--- src/rtl/utf16_to_utf8_lenient_transcoder_assert.svh ---
// assertion macros for the transcoder
`ifndef UTF16_TO_UTF8_LENIENT_TRANSCODER_ASSERT_SVH
`define UTF16_TO_UTF8_LENIENT_TRANSCODER_ASSERT_SVH

// same-cycle implication
`define U16U8_ASSERT_NOW(lbl, clk, rstn, ante, cons) \
    lbl: assert property (@(posedge clk) disable iff (!rstn) (ante) |-> (cons)) \
        else $error("assertion failed");

// next-cycle implication
`define U16U8_ASSERT_NEXT(lbl, clk, rstn, ante, cons) \
    lbl: assert property (@(posedge clk) disable iff (!rstn) (ante) |=> (cons)) \
        else $error("assertion failed");

`endif

--- src/rtl/u16u8_pkg.sv ---
`timescale 1ns / 1ps
`default_nettype none

package u16u8_pkg;

    localparam logic [20:0] REPL_CP = 21'h00FFFD;
    localparam logic [7:0]  REPL_B0 = 8'hEF;
    localparam logic [7:0]  REPL_B1 = 8'hBF;
    localparam logic [7:0]  REPL_B2 = 8'hBD;
    localparam logic [5:0]  LEAD_TAG  = 6'b110110;
    localparam logic [5:0]  TRAIL_TAG = 6'b110111;
    localparam int unsigned MAX_BYTES = 6;

    typedef logic [3:0][7:0] enc_bytes_t;
    typedef logic [5:0][7:0] run_bytes_t;

    typedef struct packed {
        enc_bytes_t  bytes;
        logic [2:0]  cnt;
    } enc_t;

    typedef struct packed {
        logic        pend;
        logic [9:0]  held;
        logic [15:0] pos;
        logic [15:0] prev_pos;
    } unit_state_t;

    typedef struct packed {
        run_bytes_t  bytes;
        logic [2:0]  cnt;
        logic        hold;
        logic [9:0]  held_bits;
        logic        mark;
        logic [15:0] mark_pos;
    } step_t;

    function automatic enc_t encode_cp(input logic [20:0] cp);
        enc_t e;
        e.bytes = '0;
        if (cp < 21'h80) begin
            e.cnt = 3'd1;
            e.bytes[0] = cp[7:0];
        end else if (cp < 21'h800) begin
            e.cnt = 3'd2;
            e.bytes[0] = {3'b110, cp[10:6]};
            e.bytes[1] = {2'b10, cp[5:0]};
        end else if (cp < 21'h10000) begin
            e.cnt = 3'd3;
            e.bytes[0] = {4'b1110, cp[15:12]};
            e.bytes[1] = {2'b10, cp[11:6]};
            e.bytes[2] = {2'b10, cp[5:0]};
        end else begin
            e.cnt = 3'd4;
            e.bytes[0] = {5'b11110, cp[20:18]};
            e.bytes[1] = {2'b10, cp[17:12]};
            e.bytes[2] = {2'b10, cp[11:6]};
            e.bytes[3] = {2'b10, cp[5:0]};
        end
        return e;
    endfunction

endpackage

`default_nettype wire

--- src/rtl/utf16_to_utf8_lenient_transcoder.sv ---
// the first byte of a unit is registered and valid in the cycle after the unit is accepted
// a unit yields n bytes (0 to 6); the 6-byte output shift buffer sets the rate:
// a new unit is taken with the last byte of the one before, or when the buffer is empty
// reset: aresetn low at a clock edge clears the held lead, position and error record
// and empties the output buffer
`timescale 1ns / 1ps
`default_nettype none

`include "utf16_to_utf8_lenient_transcoder_assert.svh"

module utf16_to_utf8_lenient_transcoder #(
    parameter longint unsigned MAX_UNITS = 64'd65536
) (
    input  wire logic        aclk,
    input  wire logic        aresetn,
    input  wire logic        s_valid,
    output logic             s_ready,
    input  wire logic [15:0] s_code_unit,
    input  wire logic        s_last_unit,
    output logic             m_valid,
    input  wire logic        m_ready,
    output logic [7:0]       m_out_byte,
    output logic             m_last_of_run,
    output logic             m_end_of_text,
    output logic             m_any_invalid,
    output logic [15:0]      m_first_invalid_index
);

    localparam logic [15:0] POS_LAST =
        16'((MAX_UNITS < 64'd65536) ? (MAX_UNITS - 64'd1) : 64'd65535);

    logic                   pend_reg, pend_next;
    logic [9:0]             held_reg, held_next;
    logic [15:0]            pos_reg, pos_next;
    logic                   inv_reg, inv_next;
    logic [15:0]            bad_reg, bad_next;

    u16u8_pkg::run_bytes_t  buf_reg, buf_next;
    logic [2:0]             cnt_reg, cnt_next;
    logic                   eot_reg, eot_next;
    logic                   any_reg, any_next;
    logic [15:0]            idx_reg, idx_next;

    u16u8_pkg::unit_state_t st;
    u16u8_pkg::step_t       step;
    logic                   s_fire;
    logic                   m_fire;
    logic                   inv_after;
    logic [15:0]            bad_after;

    assign st.pend     = pend_reg;
    assign st.held     = held_reg;
    assign st.pos      = pos_reg;
    assign st.prev_pos = (pos_reg == 16'd0) ? POS_LAST : pos_reg - 16'd1;

    u16u8_step u_step (
        .code_unit (s_code_unit),
        .last_unit (s_last_unit),
        .st        (st),
        .res       (step)
    );

    assign m_valid = cnt_reg != 3'd0;
    assign m_fire  = m_valid && m_ready;
    assign s_ready = !m_valid || (m_ready && cnt_reg == 3'd1);
    assign s_fire  = s_valid && s_ready;

    assign inv_after = inv_reg || step.mark;
    assign bad_after = inv_reg ? bad_reg : step.mark_pos;

    assign m_out_byte            = buf_reg[0];
    assign m_last_of_run         = cnt_reg == 3'd1;
    assign m_end_of_text         = (cnt_reg == 3'd1) && eot_reg;
    assign m_any_invalid         = any_reg;
    assign m_first_invalid_index = idx_reg;

    always_comb begin
        pend_next = pend_reg;
        held_next = held_reg;
        pos_next  = pos_reg;
        inv_next  = inv_reg;
        bad_next  = bad_reg;
        buf_next  = buf_reg;
        cnt_next  = cnt_reg;
        eot_next  = eot_reg;
        any_next  = any_reg;
        idx_next  = idx_reg;

        if (m_fire) begin
            buf_next = {8'd0, buf_reg[5:1]};
            cnt_next = cnt_reg - 3'd1;
        end

        if (s_fire) begin
            buf_next = step.bytes;
            cnt_next = step.cnt;
            eot_next = s_last_unit;
            any_next = inv_after;
            idx_next = inv_after ? bad_after : 16'd0;

            if (s_last_unit) begin
                pend_next = 1'b0;
                held_next = '0;
                pos_next  = '0;
                inv_next  = 1'b0;
                bad_next  = '0;
            end else begin
                pend_next = step.hold;
                if (step.hold) begin
                    held_next = step.held_bits;
                end
                pos_next = (pos_reg == POS_LAST) ? 16'd0 : pos_reg + 16'd1;
                inv_next = inv_after;
                bad_next = bad_after;
            end
        end
    end

    always_ff @(posedge aclk) begin
        if (!aresetn) begin
            pend_reg <= 1'b0;
            held_reg <= '0;
            pos_reg  <= '0;
            inv_reg  <= 1'b0;
            bad_reg  <= '0;
            cnt_reg  <= '0;
        end else begin
            pend_reg <= pend_next;
            held_reg <= held_next;
            pos_reg  <= pos_next;
            inv_reg  <= inv_next;
            bad_reg  <= bad_next;
            cnt_reg  <= cnt_next;
        end
    end

    always_ff @(posedge aclk) begin
        buf_reg <= buf_next;
        eot_reg <= eot_next;
        any_reg <= any_next;
        idx_reg <= idx_next;
    end

    `U16U8_ASSERT_NOW(a_cnt_range, aclk, aresetn, 1'b1, cnt_reg <= 3'(u16u8_pkg::MAX_BYTES))
    `U16U8_ASSERT_NOW(a_clean_index, aclk, aresetn, m_valid && !m_any_invalid, m_first_invalid_index == 16'd0)
    `U16U8_ASSERT_NEXT(a_text_end_clears, aclk, aresetn, s_fire && s_last_unit, !pend_reg && !inv_reg && pos_reg == 16'd0)
    `U16U8_ASSERT_NEXT(a_hold_silent, aclk, aresetn, s_fire && step.hold && !pend_reg, !m_valid)

endmodule

`default_nettype wire

--- src/rtl/u16u8_step.sv ---
`timescale 1ns / 1ps
`default_nettype none

module u16u8_step (
    input  wire logic [15:0]           code_unit,
    input  wire logic                  last_unit,
    input  wire u16u8_pkg::unit_state_t st,
    output u16u8_pkg::step_t           res
);

    logic                is_lead;
    logic                is_trail;
    logic                pair;
    logic                pre;
    logic                own_bad;
    logic                hold;
    logic [20:0]         pair_cp;
    logic [20:0]         cp_main;
    u16u8_pkg::enc_t     e_main;
    logic [2:0]          main_cnt;

    assign is_lead  = code_unit[15:10] == u16u8_pkg::LEAD_TAG;
    assign is_trail = code_unit[15:10] == u16u8_pkg::TRAIL_TAG;
    assign pair     = st.pend && is_trail;
    assign pre      = st.pend && !is_trail;
    assign own_bad  = !pair && ((is_lead && last_unit) || is_trail);
    assign hold     = !pair && is_lead && !last_unit;
    assign pair_cp  = 21'h010000 + {1'b0, st.held, code_unit[9:0]};

    always_comb begin
        if (pair) begin
            cp_main = pair_cp;
        end else if (own_bad) begin
            cp_main = u16u8_pkg::REPL_CP;
        end else begin
            cp_main = {5'd0, code_unit};
        end
        e_main   = u16u8_pkg::encode_cp(cp_main);
        main_cnt = hold ? 3'd0 : e_main.cnt;

        if (pre) begin
            res.bytes = {e_main.bytes[2], e_main.bytes[1], e_main.bytes[0],
                         u16u8_pkg::REPL_B2, u16u8_pkg::REPL_B1, u16u8_pkg::REPL_B0};
            res.cnt   = main_cnt + 3'd3;
        end else begin
            res.bytes = {16'd0, e_main.bytes};
            res.cnt   = main_cnt;
        end

        res.hold      = hold;
        res.held_bits = code_unit[9:0];
        res.mark      = pre || own_bad;
        res.mark_pos  = pre ? st.prev_pos : st.pos;
    end

endmodule

`default_nettype wire
--- config.mk ---
export PLATFORM = sky130hd
export DESIGN_NAME = utf16_to_utf8_lenient_transcoder
export DESIGN_NICKNAME = d
export VERILOG_FILES = /design/src/rtl/u16u8_pkg.sv /design/src/rtl/utf16_to_utf8_lenient_transcoder.sv /design/src/rtl/u16u8_step.sv
export VERILOG_INCLUDE_DIRS = /design/src /design/src/rtl
export SDC_FILE = /design/constraint.sdc
export NUM_CORES = 1
export LEC_CHECK = 0
export BUFFER_PORTS_ARGS = -buffer_cell sky130_fd_sc_hd__buf_2
export CAP_MARGIN = 0
export CORE_ASPECT_RATIO = 0.9
export CORE_MARGIN = 3
export CORE_UTILIZATION = 56
export CTS_BUF_LIST = sky130_fd_sc_hd__clkbuf_8
export CTS_CLUSTER_DIAMETER = 60
export DETAILED_ROUTE_END_ITERATION = 7
export HOLD_SLACK_MARGIN = 0.06
export PLACE_DENSITY = 0.78
export SYNTH_ARGS = -nofsm -noshare
export SYNTH_HDL_FRONTEND = slang
export SYNTH_SLANG_ARGS = --single-unit
--- constraint.sdc ---
create_clock -name aclk -period 2.6 [get_ports aclk]
set_input_delay 0.39 -clock aclk [delete_from_list [all_inputs] [get_ports aclk]]
set_output_delay 0.39 -clock aclk [all_outputs]
set_load 0.05 [all_outputs]
==> load_flow_metrics.sql, run 1 <==
INSERT INTO impl_metrics (metric_group, metric, value, unit) VALUES
('clock_network', 'cts.root.buffer_cell', 'clkbuf_8', ''),
('clock_network', 'number_of_buffers_between_clock_root_and_the_deepest_sink', '2', ''),
('place', 'gp_congestion', '0.940', ''),
('synthesis', 'mappedNetlistArea', '5990', 'um2'),
('place', 'hpwlAfterDp', '11.4', 'mm'),
('synthesis', 'synth-edff-count', '64', ''),
('layout', 'layout.filler_cells', '855', ''),
('clock_network', 'tritoncts', 'yes', ''),
('power', 'vdd_drop_max', '0.354', 'mV'),
('route', 'length_of_the_first_detailed_routing_pass_in_iterations', '5', ''),
('worst_hold_path', 'min-delay-path-class', 'input pin to register', ''),
('route', 'routed_via_density', '6.21', ''),
('synthesis', 'yosysSeqAreaShare', '47.8', '%'),
('floorplan', 'floorplan.rows', '35', ''),
('route', 'drt_wl_total', '15.6', 'mm'),
('clock_network', 'clk_transition_reported_paths', '110', 'ps'),
('grt', 'grt_overflow', '0', ''),
('clock_network', 'clk-insertion-delay-late', '380', 'ps'),
('floorplan', 'ios', '50', ''),
('run', 'maxCapViolCount', '0', ''),
('critical_path', 'crit_arrival', '2700', 'ps'),
('layout', 'flow.area_growth_from_synthesis', '15.1', '%'),
('critical_path', 'critical_path_class', 'register to register', ''),
('timing', 'timing.clock.skew', '14.7', 'ps'),
('synthesis', 'synth.distinct_cells', '69', ''),
('timing', 'hold_viol_final', '0', ''),
('grt', 'grt_pass1_vias', '4993', ''),
('synthesis', 'synth-seq-cells', '111', ''),
('timing', 'smallest_hold_slack', '311', 'ps'),
('timing', 'timing.final.crit_period', '2560', 'ps'),
('timing', 'slew_margin_rel', '48.6', '%'),
('power', 'p_leak', '2.66', 'nW'),
('floorplan', 'dieWidth', '115', 'um'),
('timing', 'unrepaired_setup_endpoints_after_global_routing', 'true', ''),
('grt', 'initial_antenna_violation_count', '0', ''),
('synthesis', 'share_of_the_synthesized_area_in_the_top_cell_type', '32.1', '%'),
('route', 'routedWlPerCell', '18.4', 'um'),
('clock_network', 'cts_inserted_buffers', '9', ''),
('timing', 'achievable-frequency', '390', 'MHz'),
('grt', 'first_pass_grt_wire_length', '25.5', 'mm'),
('floorplan', 'die_area', '12000', 'um2'),
('route', 'vias', '5262', ''),
('timing', 'maxSlewViolCount', '0', ''),
('synthesis', 'synth_top_cell_by_area', 'edfxtp_1', ''),
('critical_path', 'critPathRequiredTime', '2740', 'ps'),
('synthesis', 'synth_top_flop_cell', 'edfxtp_1', ''),
('timing', 'worst_pin_slew', '767', 'ps'),
('route', 'detailedRoute.firstIterationViolations', '600', ''),
('grt', 'gr-usage-all-layers', '26.4', '%'),
('timing', 'setup_viol', '0', ''),
('place', 'numPortBuffers', '49', ''),
('clock_network', 'htree_num_levels', '3', ''),
('layout', 'largest_reg_flops', '38', ''),
('layout', 'n_antenna_cell', '0', ''),
('route', 'drc', '0', ''),
('grt', 'grt_max_degree', '41', ''),
('floorplan', 'y_dimension_of_the_die', '104', 'um'),
('outcome', 'run_status', 'complete, no violations', ''),
('timing', 'fin_tns_setup', '0', 'ps'),
('synthesis', 'postSynthNetCount', '671', ''),
('floorplan', 'initial_core_util', '57.9', '%'),
('critical_path', 'worstSetupStartpointType', 'register', ''),
('layout', 'multi_input_comb_area', '2870', 'um2'),
('layout', 'fin_nets', '742', ''),
('critical_path', 'worst_setup_path_end_kind', 'register', ''),
('synthesis', 'synth_area_per_cell', '9.33', 'um2'),
('layout', 'final_layout_size_suffix_gt1_share', '21.3', '%'),
('synthesis', 'syn-instance-count', '642', ''),
('timing', 'timing.final.crit_share', '98.6', '%'),
('route', 'final_antenna_net_count', '0', ''),
('power', 'power_per_cell_area', '864', 'nW/um2'),
('synthesis', 'synthArstFlopShare', '0', '%'),
('clock_network', 'tritoncts_num_sinks', '111', ''),
('floorplan', 'design.core.area', '10300', 'um2'),
('synthesis', 'yosys_warnings', '0', ''),
('layout', 'regArea', '2870', 'um2'),
('critical_path', 'critical_path.max_fanout', '3', ''),
('synthesis', 'ys_top_cells_by_area', 'edfxtp_1 (32%), dfxtp_1 (16%), nor2_1 (4.6%), o21ai_0 (3.8%), nand2_1 (3.4%)', '');
## synth_stat cells, types with 4 or more instances
| cell | instances |
|---|---|
| nor2_1 | 73 |
| edfxtp_1 | 64 |
| nand2_1 | 55 |
| dfxtp_1 | 47 |
| o21ai_0 | 45 |
| clkbuf_1 | 34 |
| a21oi_1 | 23 |
| nand3_1 | 23 |
| inv_1 | 20 |
| nor3_1 | 19 |
| nor2b_1 | 17 |
| a22oi_1 | 14 |
| xor2_1 | 14 |
| and3_1 | 12 |
| xnor2_1 | 11 |
| a31oi_1 | 10 |
| nand4_1 | 9 |
| buf_4 | 8 |
| ha_1 | 8 |
| a21boi_0 | 7 |
| and2_1 | 7 |
| o211ai_1 | 7 |
| o41ai_1 | 7 |
| a221oi_1 | 6 |
| a32o_1 | 6 |
| o22ai_1 | 6 |
| nand2b_1 | 5 |
| buf_1 | 4 |
| mux2i_1 | 4 |
| nand3b_1 | 4 |
| o21a_1 | 4 |
| o31ai_1 | 4 |
## timing repair
item,4_1_cts,5_1_grt
buffers inserted,0,0
hold buffers,0,0
gates resized for setup,0,14
endpoints found under the setup margin,0,31
## power breakdown
group,leakage (nW),switching (mW),internal [mW]
Clock,0.101,0.645,0.380
Sequential,1.01,0.143,2.53
Combinational,1.55,1.62,0.636
Total,2.66,2.41,3.55
## metal layers
layer	global-route usage (%)	wire (um)	vias up
met5	0	0	-
met4	5.70	207	0
met3	5.18	1410	20
met2	38.3	6930	265
met1	40.8	7020	2480
li1	-	-	2497
## worst paths after layout
kind | start | endpoint | slack [ps] | cells past startpoint
worst max-delay path | held_reg[6]$_SDFFE_PN0P_ | buf_reg[25]$_DFFE_PP_ | 40 | 7
worst min-delay path | m_ready | cnt_reg[2]$_SDFFE_PN0P_ | 310 | 3
worst max register to register | held_reg[6]$_SDFFE_PN0P_ | buf_reg[25]$_DFFE_PP_ | 40 | 7
worst min register to register | bad_reg[2]$_SDFFE_PN0P_ | bad_reg[2]$_SDFFE_PN0P_ | 490 | 2
## layout by cell type, fill, tap and decap left out, types with 17 or more instances in the layout
cell type   n
nor2_1     72
edfxtp_1   64
buf_4      58
nand2_1    55
buf_2      49
dfxtp_1    45
o21ai_0    42
a21oi_1    23
nand3_1    22
inv_1      20
nor3_1     18
nor2b_1    17
## logic make-up (layout without fill, tap and decap cells)
kind of cell / Yosys count / count (layout) / share of synthesized area [%]
AND/OR/NAND/NOR: 251 / 251 / 21.0
AO/OA/AOI/OAI: 170 / 170 / 19.4
XOR/XNOR: 25 / 25 / 3.66
buffers and inverters: 70 / 146 / 5.16
multiplexers: 7 / 7 / 1.30
flip-flops: 111 / 111 / 47.8
adder cells (fa/ha/maj): 8 / 8 / 1.67
## layout make-up
type                    count  area share (%)
well taps                 129            2.34
clock buffers               9            1.80
repair buffers            109            10.5
flip-flops and latches    111            41.6
multi-input cells         461            41.7
clock inverters             7            1.03
inverters                  21            1.14
## metrics by stage
step                      setup slack, ps  total power [mW]  util, %  instance area [um2]  instances
after global placement               -127              4.88     64.4                 6660        831
after floorplan                     -86.2              4.37        -                 6010        642
after global routing                -18.1              6.26     66.7                 6890        847
after CTS                            10.1              5.95     66.3                 6850        847
after detailed placement             -157              4.94     64.4                 6660        831
final                                36.8              5.96     66.7                 6890        847
## worst max-delay path: stages, from the launching register on
cell     delay [ps]
dfxtp_2         350
ha_4            240
or3b_4          420
a21oi_4         140
nor2_2           50
or4_4           520
mux2_4          320
a221o_1         290
(Power assumes the default switching activity.)
==> inputs of run 2 (changes only) <==
==> constraint.sdc (replaced) <==
create_clock -name aclk -period 2.2 [get_ports aclk]
set_input_delay 0.33 -clock aclk [delete_from_list [all_inputs] [get_ports aclk]]
set_output_delay 0.33 -clock aclk [all_outputs]
set_load 0.05 [all_outputs]
==> run 2 against run 1 <==
The flow now finishes with violations (negative setup slack). Critical path depth is the same. Highest routed layer unchanged. First-iteration DRC count shrank 13%. Non-clock buffer count grew 56.
==> load_flow_metrics.sql, run 2 (synthesis gave the netlist of run 1 again) <==
INSERT INTO impl_metrics (metric_group, metric, value, unit) VALUES
('critical_path', 'crit_arrival', '2670', 'ps'),
('critical_path', 'critical_path.max_fanout', '3', ''),
('grt', 'grt.busiest_layer', 'met2', ''),
('critical_path', 'timing.reg2reg.worst_path_depth', '7', ''),
('clock_network', 'tritoncts_num_sinks', '111', ''),
('layout', 'layout.cells.most_common_list', 'buf_4 (109), nor2_1 (65), edfxtp_1 (64), nand2_1 (49), buf_2 (49)', ''),
('critical_path', 'critPathRequiredTime', '2350', 'ps'),
('floorplan', 'dieWidth', '115', 'um'),
('timing', 'maxSlewViolCount', '0', ''),
('floorplan', 'die_area', '12000', 'um2'),
('timing', 'hold_viol_final', '0', ''),
('route', 'vias', '5675', ''),
('layout', 'n_antenna_cell', '0', ''),
('route', 'detailedRoute.firstIterationViolations', '522', ''),
('clock_network', 'cts.root.buffer_cell', 'clkbuf_8', ''),
('timing', 'timing.final.crit_period', '2510', 'ps'),
('grt', 'initial_antenna_violation_count', '0', ''),
('layout', 'leading_cell_type_in_the_layout_fill_and_taps_excluded', 'buf_4', ''),
('grt', 'grt_overflow', '0', ''),
('grt', 'gr-usage-met2', '42.3', '%'),
('clock_network', 'tritoncts', 'yes', ''),
('power', 'cell_internal_pwr', '4.34', 'mW'),
('grt', 'global_route.usage.met1', '40.7', '%'),
('clock_network', 'cts_inserted_buffers', '9', ''),
('critical_path', 'worst_r2r_endpoint', 'buf_reg[25]$_DFFE_PP_', ''),
('clock_network', 'cts_hold_buffers', '0', ''),
('run', 'maxCapViolCount', '0', ''),
('floorplan', 'initial_core_util', '57.9', '%'),
('worst_hold_path', 'hold-path-cell-count', '3', ''),
('floorplan', 'y_dimension_of_the_die', '104', 'um'),
('worst_hold_path', 'min-delay-path-class', 'input pin to register', ''),
('route', 'routed_via_density', '6.28', ''),
('critical_path', 'regToRegStartpoint', 'held_reg[6]$_SDFFE_PN0P_', ''),
('timing', 'achievable-frequency', '398', 'MHz'),
('power', 'power_switching_share', '40.5', '%'),
('power', 'pwr-share-comb', '40.1', '%'),
('timing', 'slew_margin_rel', '60.2', '%'),
('grt', 'met3_track_usage_gr', '6.86', '%'),
('clock_network', 'clk_transition_reported_paths', '120', 'ps'),
('power', 'design_power_total', '7.29', 'mW'),
('route', 'final_antenna_net_count', '0', ''),
('place', 'numPortBuffers', '49', ''),
('outcome', 'failed_checks', 'negative setup slack', ''),
('critical_path', 'worstSetupStartpointType', 'register', ''),
('power', 'power_per_cell_area', '956', 'nW/um2'),
('route', 'length_of_the_first_detailed_routing_pass_in_iterations', '6', ''),
('clock_network', 'number_of_buffers_between_clock_root_and_the_deepest_sink', '2', ''),
('timing', 'postLayoutSetupSlackWorst', '-312', 'ps'),
('floorplan', 'design.core.area', '10300', 'um2'),
('layout', 'final_layout_size_suffix_gt1_share', '32.6', '%'),
('critical_path', 'critical_path.slowest_cell', 'or4_4', ''),
('layout', 'flow.area_growth_from_synthesis', '27.2', '%'),
('layout', 'largest_reg_flops', '38', ''),
('critical_path', 'critical_path_class', 'register to register', ''),
('timing', 'worst_pin_slew', '597', 'ps'),
('route', 'routedWlPerCell', '18.7', 'um'),
('critical_path', 'critical_path.endpoint', 'buf_reg[25]$_DFFE_PP_', ''),
('route', 'drc', '0', ''),
('grt', 'grt_pass1_vias', '5326', ''),
('route', 'drt_wl_total', '16.9', 'mm'),
('power', 'power.sequential.fraction', '43.3', '%'),
('floorplan', 'floorplan.rows', '35', ''),
('floorplan', 'ios', '50', ''),
('layout', 'final_core_utilization', '73.7', '%'),
('grt', 'grt_max_degree', '47', ''),
('layout', 'fin_nets', '798', ''),
('place', 'gp_congestion', '0.925', ''),
('clock_network', 'clk-insertion-delay-late', '380', 'ps'),
('critical_path', 'ff2ff_setup_slack', '-310', 'ps'),
('outcome', 'run_status', 'finished with violations', ''),
('critical_path', 'critical-path-max-stage-delay', '480', 'ps'),
('place', 'dp_worst_setup_slack', '-544', 'ps'),
('critical_path', 'worstPathCellList', 'ha_4 > or3b_4 > a21oi_4 > nor2_2 > or4_4 > mux2_4 > a221o_1', ''),
('power', 'p_leak', '3.03', 'nW'),
('grt', 'gr-usage-all-layers', '28.1', '%'),
('critical_path', 'timing.critical_path.from', 'held_reg[6]$_SDFFE_PN0P_', ''),
('power', 'vdd_drop_max', '0.465', 'mV'),
('timing', 'unrepaired_setup_endpoints_after_global_routing', 'true', ''),
('clock_network', 'htree_num_levels', '3', ''),
('power', 'clock_power_share', '16.5', '%'),
('layout', 'layout.filler_cells', '745', ''),
('power', 'total_switching_power', '2.95', 'mW'),
('place', 'hpwlAfterDp', '12.3', 'mm'),
('timing', 'timing.clock.skew', '12.2', 'ps'),
('timing', 'setup_viol', '31', ''),
('grt', 'first_pass_grt_wire_length', '26.9', 'mm'),
('critical_path', 'worst_setup_path_end_kind', 'register', ''),
('timing', 'timing.final.crit_share', '114', '%');
run 2: layout make-up:
class | instances | area (um2) | share of cell area [%]
multi-input cells | 461 | 3160 | 41.5
clock buffers | 9 | 124 | 1.63
inverters | 21 | 83.8 | 1.10
well taps | 129 | 161 | 2.12
flip-flops and latches | 111 | 2870 | 37.7
clock inverters | 7 | 66.3 | 0.871
repair buffers | 165 | 1150 | 15.1
run 2: critical path: cells and delay by family (launching register included):
family                   cells  cell delay [ps]
AO/OA/AOI/OAI                2              440
flip-flops                   1              350
multiplexers                 1              330
adder cells (fa/ha/maj)      1              230
AND/OR/NAND/NOR              3              940
run 2: worst min path at each step:
| stage | from | to |
|---|---|---|
| after CTS | m_ready | cnt_reg[2]$_SDFFE_PN0P_ |
| after global routing | m_ready | cnt_reg[2]$_SDFFE_PN0P_ |
| after global placement | bad_reg[8]$_SDFFE_PN0P_ | bad_reg[8]$_SDFFE_PN0P_ |
| after floorplan | s_last_unit | eot_reg$_DFFE_PP_ |
| final | m_ready | cnt_reg[2]$_SDFFE_PN0P_ |
| after detailed placement | bad_reg[6]$_SDFFE_PN0P_ | bad_reg[6]$_SDFFE_PN0P_ |
run 2: timing repair:
| action | 4_1_cts | 5_1_grt |
|---|---|---|
| resized for setup | 27 | 58 |
| pin swaps | 8 | 15 |
| setup buffers | 0 | 9 |
| cloned | 0 | 0 |
| endpoints found under the setup margin | 66 | 78 |
run 2: metrics by stage:
step	hold WS [ps]	cells	setup TNS, ps	cell area, um2
2_1_floorplan	429	642	-4490	6030
4_1_cts	253	894	-4830	7330
3_5_place_dp	470	878	-14740	7020
5_1_grt	286	903	-6290	7620
3_3_place_gp	451	878	-9370	7020
6_report	265	903	-4480	7620
run 2: power groups by stage:
stage | clock network [mW] | registers, mW | logic (mW)
final | 1.20 | 3.16 | 2.92
after global routing | 1.29 | 3.23 | 3.12
after CTS | 1.22 | 3.16 | 2.78
after detailed placement | 0 | 3.20 | 2.76
after global placement | 0 | 3.18 | 2.69
after floorplan | 0 | 3.46 | 1.72
run 2: per-layer routing:
layer  wire, um  vias up
li1           -     2616
met1       7190     2728
met2       7730      294
met3       1640       37
met4        320        0
met5          0        -
==> inputs of run 3 (changes only) <==
--- a/config.mk
+++ b/config.mk
@@ -10,12 +10,13 @@
 export CAP_MARGIN = 0
 export CORE_ASPECT_RATIO = 0.9
 export CORE_MARGIN = 3
-export CORE_UTILIZATION = 56
+export CORE_UTILIZATION = 60
 export CTS_BUF_LIST = sky130_fd_sc_hd__clkbuf_8
 export CTS_CLUSTER_DIAMETER = 60
 export DETAILED_ROUTE_END_ITERATION = 7
+export GPL_TIMING_DRIVEN = 0
 export HOLD_SLACK_MARGIN = 0.06
-export PLACE_DENSITY = 0.78
+export PLACE_DENSITY = 0.8
 export SYNTH_ARGS = -nofsm -noshare
 export SYNTH_HDL_FRONTEND = slang
 export SYNTH_SLANG_ARGS = --single-unit
==> constraint.sdc (replaced) <==
create_clock -name aclk -period 3.2 [get_ports aclk]
set_input_delay 0.48 -clock aclk [delete_from_list [all_inputs] [get_ports aclk]]
set_output_delay 0.48 -clock aclk [all_outputs]
set_load 0.05 [all_outputs]
==> run 3 against run 2 <==
The flow now finishes without violations. Maximum frequency fell by 18%. Clock skew fell by 2.9 ps. Via count fell by 4.0%. Setup slack improved by 450 ps. Utilization fell by 3.4 points. Clock power fell by 28%. Critical path type unchanged. Largest cell class is now registers.
==> load_flow_metrics.sql, run 3 (synthesis gave the netlist of run 1 again) <==
INSERT INTO impl_metrics (metric_group, metric, value, unit) VALUES
('layout', 'flow.area_growth_from_synthesis', '10.6', '%'),
('timing', 'fin_tns_setup', '0', 'ps'),
('route', 'length_of_the_first_detailed_routing_pass_in_iterations', '6', ''),
('route', 'detailedRoute.firstIterationViolations', '651', ''),
('worst_hold_path', 'min-delay-path-class', 'input pin to register', ''),
('layout', 'layout.cells.most_common_list', 'nor2_1 (72), edfxtp_1 (64), nand2_1 (55), buf_2 (50), dfxtp_1 (47)', ''),
('floorplan', 'dieWidth', '111', 'um'),
('timing', 'hold_viol_final', '0', ''),
('timing', 'postLayoutSetupSlackWorst', '136', 'ps'),
('layout', 'fin_nets', '733', ''),
('route', 'vias', '5449', ''),
('layout', 'final_layout_size_suffix_gt1_share', '14.0', '%'),
('place', 'hpwlAfterDp', '12.0', 'mm'),
('timing', 'smallest_hold_slack', '357', 'ps'),
('floorplan', 'die_area', '11200', 'um2'),
('timing', 'timing.final.crit_period', '3060', 'ps'),
('route', 'routed_via_density', '6.56', ''),
('run', 'maxCapViolCount', '0', ''),
('timing', 'slew_margin_rel', '23.6', '%'),
('power', 'vdd_drop_max', '0.515', 'mV'),
('grt', 'first_pass_grt_wire_length', '26.1', 'mm'),
('critical_path', 'critical_path_buf_inv_count', '4', ''),
('grt', 'grt_pass1_vias', '4967', ''),
('route', 'drt_wl_total', '16.8', 'mm'),
('floorplan', 'y_dimension_of_the_die', '101', 'um'),
('clock_network', 'tritoncts', 'yes', ''),
('critical_path', 'critical_path_class', 'register to register', ''),
('timing', 'maxSlewViolCount', '0', ''),
('grt', 'grt_overflow', '0', ''),
('clock_network', 'number_of_buffers_between_clock_root_and_the_deepest_sink', '2', ''),
('route', 'final_antenna_net_count', '0', ''),
('floorplan', 'ios', '50', ''),
('route', 'routedWlPerCell', '20.2', 'um'),
('grt', 'grt_max_degree', '52', ''),
('grt', 'gr-usage-all-layers', '29.6', '%'),
('place', 'numPortBuffers', '48', ''),
('critical_path', 'critical-path-max-stage-delay', '520', 'ps'),
('place', 'gp_congestion', '0.949', ''),
('critical_path', 'worstPathCellList', 'inv_1 > ha_1 > a21o_1 > nand3_1 > clkbuf_1 > buf_1 > clkbuf_1 > nand2_1 > o21ai_0', ''),
('critical_path', 'critPathRequiredTime', '3420', 'ps'),
('clock_network', 'cts_inserted_buffers', '9', ''),
('grt', 'initial_antenna_violation_count', '0', ''),
('clock_network', 'cts_hold_buffers', '0', ''),
('timing', 'setup_viol', '0', ''),
('floorplan', 'floorplan.rows', '33', ''),
('floorplan', 'initial_core_util', '63.6', '%'),
('clock_network', 'cts.root.buffer_cell', 'clkbuf_8', ''),
('clock_network', 'clk-insertion-delay-late', '380', 'ps'),
('layout', 'layout.filler_cells', '766', ''),
('layout', 'final_core_utilization', '70.3', '%'),
('power', 'power_per_cell_area', '743', 'nW/um2'),
('critical_path', 'path_common_cell', 'clkbuf_1', ''),
('route', 'drc', '0', ''),
('critical_path', 'worst_setup_path_end_kind', 'register', ''),
('critical_path', 'crit_arrival', '3290', 'ps'),
('timing', 'timing.clock.skew', '9.33', 'ps'),
('critical_path', 'critical_path.max_fanout', '10', ''),
('clock_network', 'tritoncts_num_sinks', '111', ''),
('layout', 'leading_cell_type_in_the_layout_fill_and_taps_excluded', 'nor2_1', ''),
('clock_network', 'htree_num_levels', '3', ''),
('power', 'p_leak', '2.46', 'nW'),
('critical_path', 'critical_path.slowest_cell', 'buf_1', ''),
('timing', 'worst_pin_slew', '1150', 'ps'),
('timing', 'achievable-frequency', '326', 'MHz'),
('outcome', 'run_status', 'complete, no violations', ''),
('layout', 'n_antenna_cell', '0', ''),
('place', 'dp_worst_setup_slack', '-319', 'ps'),
('clock_network', 'clk_transition_reported_paths', '120', 'ps'),
('floorplan', 'design.core.area', '9410', 'um2'),
('timing', 'timing.final.crit_share', '95.7', '%'),
('layout', 'largest_reg_flops', '38', ''),
('critical_path', 'crit_family', 'buffers and inverters', ''),
('critical_path', 'worstSetupStartpointType', 'register', '');
## run 3: routing by layer
layer / track usage, % / vias to the layer above / routed length (um)
li1: - / 2479 / -
met1: 44.0 / 2587 / 7120
met2: 44.9 / 346 / 7340
met5: 0 / - / 0
met3: 6.00 / 37 / 2040
met4: 7.02 / 0 / 267
## run 3: power by group
part,switching [mW],internal (mW)
combinational,1.37,0.502
clock,0.552,0.309
sequential,0.124,2.06
## run 3: cell type report
| cell class | instances | area, um2 | area share [%] |
|---|---|---|---|
| inverters | 21 | 78.8 | 1.19 |
| clock buffers | 9 | 124 | 1.87 |
| plain buffers | 49 | 231 | 3.50 |
| well taps | 122 | 153 | 2.30 |
| multi-input cells | 461 | 2840 | 42.9 |
| flip-flops and latches | 111 | 2860 | 43.2 |
| repair buffers | 51 | 263 | 3.97 |
| clock inverters | 7 | 70.1 | 1.06 |
## run 3: through the flow
step	cells	power, mW	area (um2)
global route	831	5.13	6620
finish	831	4.92	6620
detailed placement	812	4.06	6380
CTS	828	4.90	6590
floorplan	642	3.55	5990
global placement	812	4.01	6380
## run 3: worst paths after layout
kind | startpoint | end | slack, ps | cells past startpoint
worst max-delay path | cnt_reg[0]$_SDFFE_PN0P_ | buf_reg[33]$_DFFE_PP_ | 140 | 9
worst max register to register | cnt_reg[0]$_SDFFE_PN0P_ | buf_reg[33]$_DFFE_PP_ | 140 | 9
worst min-delay path | s_last_unit | eot_reg$_DFFE_PP_ | 360 | 1
worst min register to register | bad_reg[10]$_SDFFE_PN0P_ | bad_reg[10]$_SDFFE_PN0P_ | 490 | 2
## run 3: repair_timing
item / in CTS / in global routing
hold endpoints to repair: 0 / 0
setup buffers: 0 / 3
endpoints found under the setup margin: 31 / 7
pin swaps: 0 / 0
gates resized for setup: 3 / 3
